**config.mk**
```make
export PLATFORM = sky130hd
export DESIGN_NAME = bpc_regs
export DESIGN_NICKNAME = d
export VERILOG_FILES = /design/src/sv/bpc_pkg.sv /design/src/sv/bpc_regs.sv
export SDC_FILE = /design/constraint.sdc
export NUM_CORES = 1
export LEC_CHECK = 0
export BUFFER_PORTS_ARGS = -buffer_cell sky130_fd_sc_hd__buf_2
export CORE_ASPECT_RATIO = 0.7
export CORE_MARGIN = 2
export CORE_UTILIZATION = 45
export DETAILED_ROUTE_END_ITERATION = 8
export GPL_TIMING_DRIVEN = 1
export PLACE_DENSITY = 0.73
export SYNTH_ARGS = -nofsm -noshare
export SYNTH_HDL_FRONTEND = slang
export SYNTH_SLANG_ARGS = --single-unit
```
**constraint.sdc**
```tcl
create_clock -name i_clk -period 1.45 [get_ports i_clk]
set_input_delay 0.145 -clock i_clk [delete_from_list [all_inputs] [get_ports i_clk]]
set_output_delay 0.145 -clock i_clk [all_outputs]
set_load 0.05 [all_outputs]
```
**src/sv/bpc_pkg.sv**
```systemverilog
// ----------------------------------------------------------------------------
// bpc_pkg
// Shared types, constants and helpers for barometric pressure compensation.
// ----------------------------------------------------------------------------
package bpc_pkg;

    localparam int unsigned DataW = 32;
    localparam int unsigned DivW  = 32;
    localparam int unsigned SideW = 64;
    localparam int unsigned IdxW  = 3;

    localparam logic [IdxW-1:0] RegAc1Ac2 = 3'd0;
    localparam logic [IdxW-1:0] RegAc3Ac4 = 3'd1;
    localparam logic [IdxW-1:0] RegAc5Ac6 = 3'd2;
    localparam logic [IdxW-1:0] RegB1B2   = 3'd3;
    localparam logic [IdxW-1:0] RegMcMd   = 3'd4;
    localparam logic [IdxW-1:0] RegOss    = 3'd5;

    localparam logic [1:0]       OssReset = 2'd3;
    localparam logic [DataW-1:0] TOff     = 32'd4000;
    localparam logic [DataW-1:0] KRound   = 32'd32768;
    localparam logic [DataW-1:0] KScale   = 32'd50000;
    localparam logic [DataW-1:0] K3038    = 32'd3038;
    localparam logic [DataW-1:0] KNeg7357 = 32'hFFFF_E343;
    localparam logic [DataW-1:0] K3791    = 32'd3791;
    localparam logic [DataW-1:0] KTRound  = 32'd8;
    localparam logic [DataW-1:0] KQRound  = 32'd2;
    localparam logic [DataW-1:0] KNegAdj  = 32'd3;

    typedef logic [SideW-1:0] t_side;

    typedef struct packed {
        logic [15:0] ac1;
        logic [15:0] ac2;
        logic [15:0] ac3;
        logic [15:0] ac4;
        logic [15:0] ac5;
        logic [15:0] ac6;
        logic [15:0] b1;
        logic [15:0] b2;
        logic [15:0] mc;
        logic [15:0] md;
        logic [1:0]  oss;
    } t_cal;

    typedef struct packed {
        logic [31:0] x1;
        logic        neg;
        logic        zero;
        logic [23:0] up;
        logic [5:0]  pad;
    } t_tside;

    typedef struct packed {
        logic [15:0] temp;
        logic        fault;
        logic        msb;
        logic [45:0] pad;
    } t_pside;

    function automatic logic [DataW-1:0] sx16(input logic [15:0] x);
        return {{16{x[15]}}, x};
    endfunction

    function automatic logic [DataW-1:0] zx16(input logic [15:0] x);
        return {16'b0, x};
    endfunction

endpackage

```
**src/sv/bpc_regs.sv**
```systemverilog
// ----------------------------------------------------------------------------
// bpc_regs
// Calibration and oversampling register file behind the write channel.
// ----------------------------------------------------------------------------
module bpc_regs import bpc_pkg::*; (
    input  logic             i_clk,
    input  logic             i_rst_n,
    input  logic             i_cfg_valid,
    input  logic [IdxW-1:0]  i_cfg_index,
    input  logic [DataW-1:0] i_cfg_data,
    output logic             o_cfg_ready,
    output t_cal             o_cal
);

    t_cal r_cal;

    always_ff @(posedge i_clk) begin
        if (!i_rst_n) begin
            r_cal     <= '0;
            r_cal.oss <= OssReset;
        end else if (i_cfg_valid) begin
            unique case (i_cfg_index)
                RegAc1Ac2: {r_cal.ac1, r_cal.ac2} <= i_cfg_data;
                RegAc3Ac4: {r_cal.ac3, r_cal.ac4} <= i_cfg_data;
                RegAc5Ac6: {r_cal.ac5, r_cal.ac6} <= i_cfg_data;
                RegB1B2:   {r_cal.b1, r_cal.b2}   <= i_cfg_data;
                RegMcMd:   {r_cal.mc, r_cal.md}   <= i_cfg_data;
                RegOss:    r_cal.oss              <= i_cfg_data[1:0];
                default: begin
                end
            endcase
        end
    end

    assign o_cfg_ready = 1'b1;
    assign o_cal       = r_cal;

endmodule

```
# Word-level counts from Yosys, hierarchy flattened
# Index checks and enable logic that the tools add are counted.
# totals
ff_bits	162
out_inout_bits	163
elab_cells	23
# op_classes
eq_ne	5
n_reduce_logical	7
# ops
operator	count
$reduce_and 2->1	6
$eq 3x2->1 const B	2
$eq 3x3->1 const B	2
$eq 3x1->1 const B	1
$logic_not 3->1	1

# Logic depth before layout (Yosys ltp)
# depth
depth_word	2
mapped_depth	5
ltp_nobuf	2

# Worst setup path after synthesis
# OpenSTA, ideal clock, no wires.
# synth_path
path_kind	input-to-reg
from	input i_cfg_index[1]
to	register r_cal (netlist bit o_cal[130])
path_buffers	1
cell_stages	3
path_slack_ns	0.417
t_arrival_ns	0.962
setup_time_ns	0.072
cell_sequence	nor4b_4 buf_6 mux2i_1
# synth_between
elab_chain_cells	2
# synth_lines
item	line	rtl
start: declaration	bpc_regs.sv:9	input logic [IdxW-1:0] i_cfg_index,
$logic_not 3->1	bpc_regs.sv:22	unique case (i_cfg_index)
$reduce_and 2->1 (no line)	--	
end: declaration	bpc_regs.sv:15	t_cal r_cal;
# Every way passes these cells.
# A chain may end at the register's enable or synchronous reset.

# Worst setup path in the final report
# layout_path
from	register r_cal (netlist bit o_cal[103])
to	output o_cal[103] in the netlist's numbering
# layout_lines
item	line	rtl
end: declaration	bpc_regs.sv:12	output t_cal o_cal
# No word-level cell between the ends.

==> impl_metrics.tcl <==
set metrics [dict create \
    dieArea_sq_um 14100 \
    avgRoutedWirePerCell_microns 16.6 \
    antenna_cells 0 \
    cts_made_buffers 17 \
    gp_congestion 0.757 \
    core-area_sq_um 13000 \
    synthCells 568 \
    grt-ovfl-total 0 \
    postCtsHoldBufs 0 \
    grt_pass1_wl_microns 24000 \
    syn_nets 606 \
    crit_required_ns 1.31 \
    period_share 0.827 \
    slew_viol_final 0 \
    hold_ws_ns 0.0433 \
    fin_nets 797 \
    die_w_microns 141 \
    cp_data_arrival_time_ns 1.05 \
    cts.clk_slew.worst_paths_ns 0.06 \
    worstHoldStart "i_cfg_data[0]" \
    hold_viol 0 \
    first_iter_violations 236 \
    grt_util_met2 0.353 \
    hpwl_microns 10700 \
    start_util 0.456 \
    path_max_fanout 2 \
    cts_resized 0 \
    rsz0062_at_grt "no" \
    via_per_inst 4.94 \
    cts_buffer_depth 2 \
    yosysSeqAreaShare 0.546 \
    wl_microns 15600 \
    tritoncts "built" \
    grt_max_degree 37 \
    syn-cell-area_sq_um 5940 \
    grt_use_met3 0.0759 \
    first_pass_iters 4 \
    power_leakage_nw 4.04 \
    rr_endpoint "o_cal[150]" \
    multi_input_area_sq_um 2480 \
    ys_seq_elements 162 \
    worstSetupEndpoint "o_cal[103]" \
    ios 201 \
    cts.sinks 162 \
    tns_ns 0 \
    area_growth_syn_to_layout_pct 30.7 \
    slowest_stage "dfxtp_1" \
    ys_warn_count 0 \
    largest_reg_flops 162 \
    grt_pass1_vias 4548 \
    syn_area_per_cell_sq_um 10.5 \
    grt.met1_usage 0.280 \
    vias 4635 \
    finClkSkew_ns 0 \
    fillCellCount 1083 \
    rows 35 \
    r2r-start "o_cal[150]" \
    drc 0 \
    cp_cell_sequence "buf_2" \
    max_stage_delay_ns 0.35 \
    htreeDepth 4 \
    start_kind "register" \
    power_density_nw_per_um2 1290 \
    busiest_layer "met2" \
    final_cell_mix "198 x buf_2, 192 x nand2_1, 162 x mux2i_1, 162 x dfxtp_1, 17 x clkbuf_16" \
    reg2reg_depth 2 \
    postCtsSetupBuffers 0 \
    layout_commonest_cell "buf_2" \
    period_needed_ns 1.20 \
    antenna_found_initial 0 \
    die_y_microns 100 \
    irDropWorstVdd_v 0.000730 \
    startpoint "o_cal[103]" \
    yosysUniqueCellTypes 15 \
    rrSetupSlack_ns 0.77 \
    worst-path-stages 1 \
    path_class "reg -> out" \
    gr-usage-all-layers 0.219 \
    crit_buf_inv 1 \
    cp_top_family "flip-flops" \
    worstSetupEndpointType "primary output" \
    ant_nets 0 \
    run_status "finished, final reports clean" \
    cap_violations 0 \
    fmax_ghz 0.834 \
    hold_class "in -> reg" \
    clock_tree.root_cell "clkbuf_16" \
    clock_latency_ns 0.41 \
    portBuffers 199 \
    setup_violations 0 \
    drive_gt1_frac 0.320 \
    seq_area_sq_um 3240 \
]
-- routing by layer --
metal	vias up	share of wire	wire length, microns
met5	-	0	0
met4	0	0.013	209
met1	2217	0.45	7070
li1	2246	-	-
met2	153	0.46	7250
met3	19	0.069	1070
-- Yosys cell counts --
| cell | number | area share |
|---|---|---|
| buf_1 | 1 | 0.00063 |
| dfxtp_1 | 162 | 0.55 |
| conb_1 | 1 | 0.00063 |
| nor2b_1 | 4 | 0.0042 |
| buf_4 | 10 | 0.013 |
| nor4b_4 | 1 | 0.0040 |
| and4b_1 | 1 | 0.0017 |
| and4bb_2 | 1 | 0.0021 |
| clkbuf_1 | 17 | 0.011 |
| buf_6 | 6 | 0.011 |
| buf_2 | 7 | 0.0059 |
| nand2_1 | 192 | 0.12 |
| mux2i_1 | 162 | 0.27 |
| nand4b_1 | 1 | 0.0015 |
| nand4bb_1 | 2 | 0.0038 |
-- how the worst min path moves through the flow --
stage	end	slack, ns	depth (start not counted)
5_1_grt	o_cal[0]	0.02	3
3_3_place_gp	o_cal[130]	0.44	2
4_1_cts	o_cal[0]	0.03	3
3_5_place_dp	o_cal[100]	0.44	2
2_1_floorplan	o_cal[0]	0.31	2
6_report	o_cal[0]	0.04	3
-- worst min-delay path, delay by kind of cell --
kind	cells	cell delay, ns
buf+inv	1	0.10
mux	1	0.11
simple gates	1	0.05
-- through the flow --
stage / setup WS [ns] / instances / power, mW / util / area (sq um)
2_1_floorplan: 0.417 / 568 / 5.35 / - / 5940
3_3_place_gp: 0.257 / 906 / 5.62 / 0.551 / 7160
3_5_place_dp: 0.178 / 906 / 5.64 / 0.551 / 7160
4_1_cts: 0.232 / 938 / 10.1 / 0.597 / 7760
5_1_grt: 0.199 / 938 / 10.4 / 0.597 / 7760
6_report: 0.251 / 938 / 10.0 / 0.597 / 7760
-- final cells by class --
type | count | area share
clock buffers | 22 | 0.0611
multi-input cells | 365 | 0.320
flip-flops and latches | 162 | 0.418
clock inverters | 10 | 0.0163
well taps | 166 | 0.0268
repair buffers | 213 | 0.158
-- kinds of logic (layout without fill, tap and decap cells) --
kind of cell,count (synthesis),after routing,share of synthesized area
buffers and inverters,41,245,0.0413
DFF,162,162,0.546
muxes,162,162,0.273
other,1,1,0.000632
and+or+nand+nor,202,202,0.139
-- power breakdown --
part           leakage (nW)  switching (mW)  internal (mW)  total, mW
sequential             1.31          0.0525           4.55       4.60
clock                 0.283            1.80           2.69       4.49
combinational          2.44           0.684          0.259      0.943
Power figures use the tool's default switching activity.
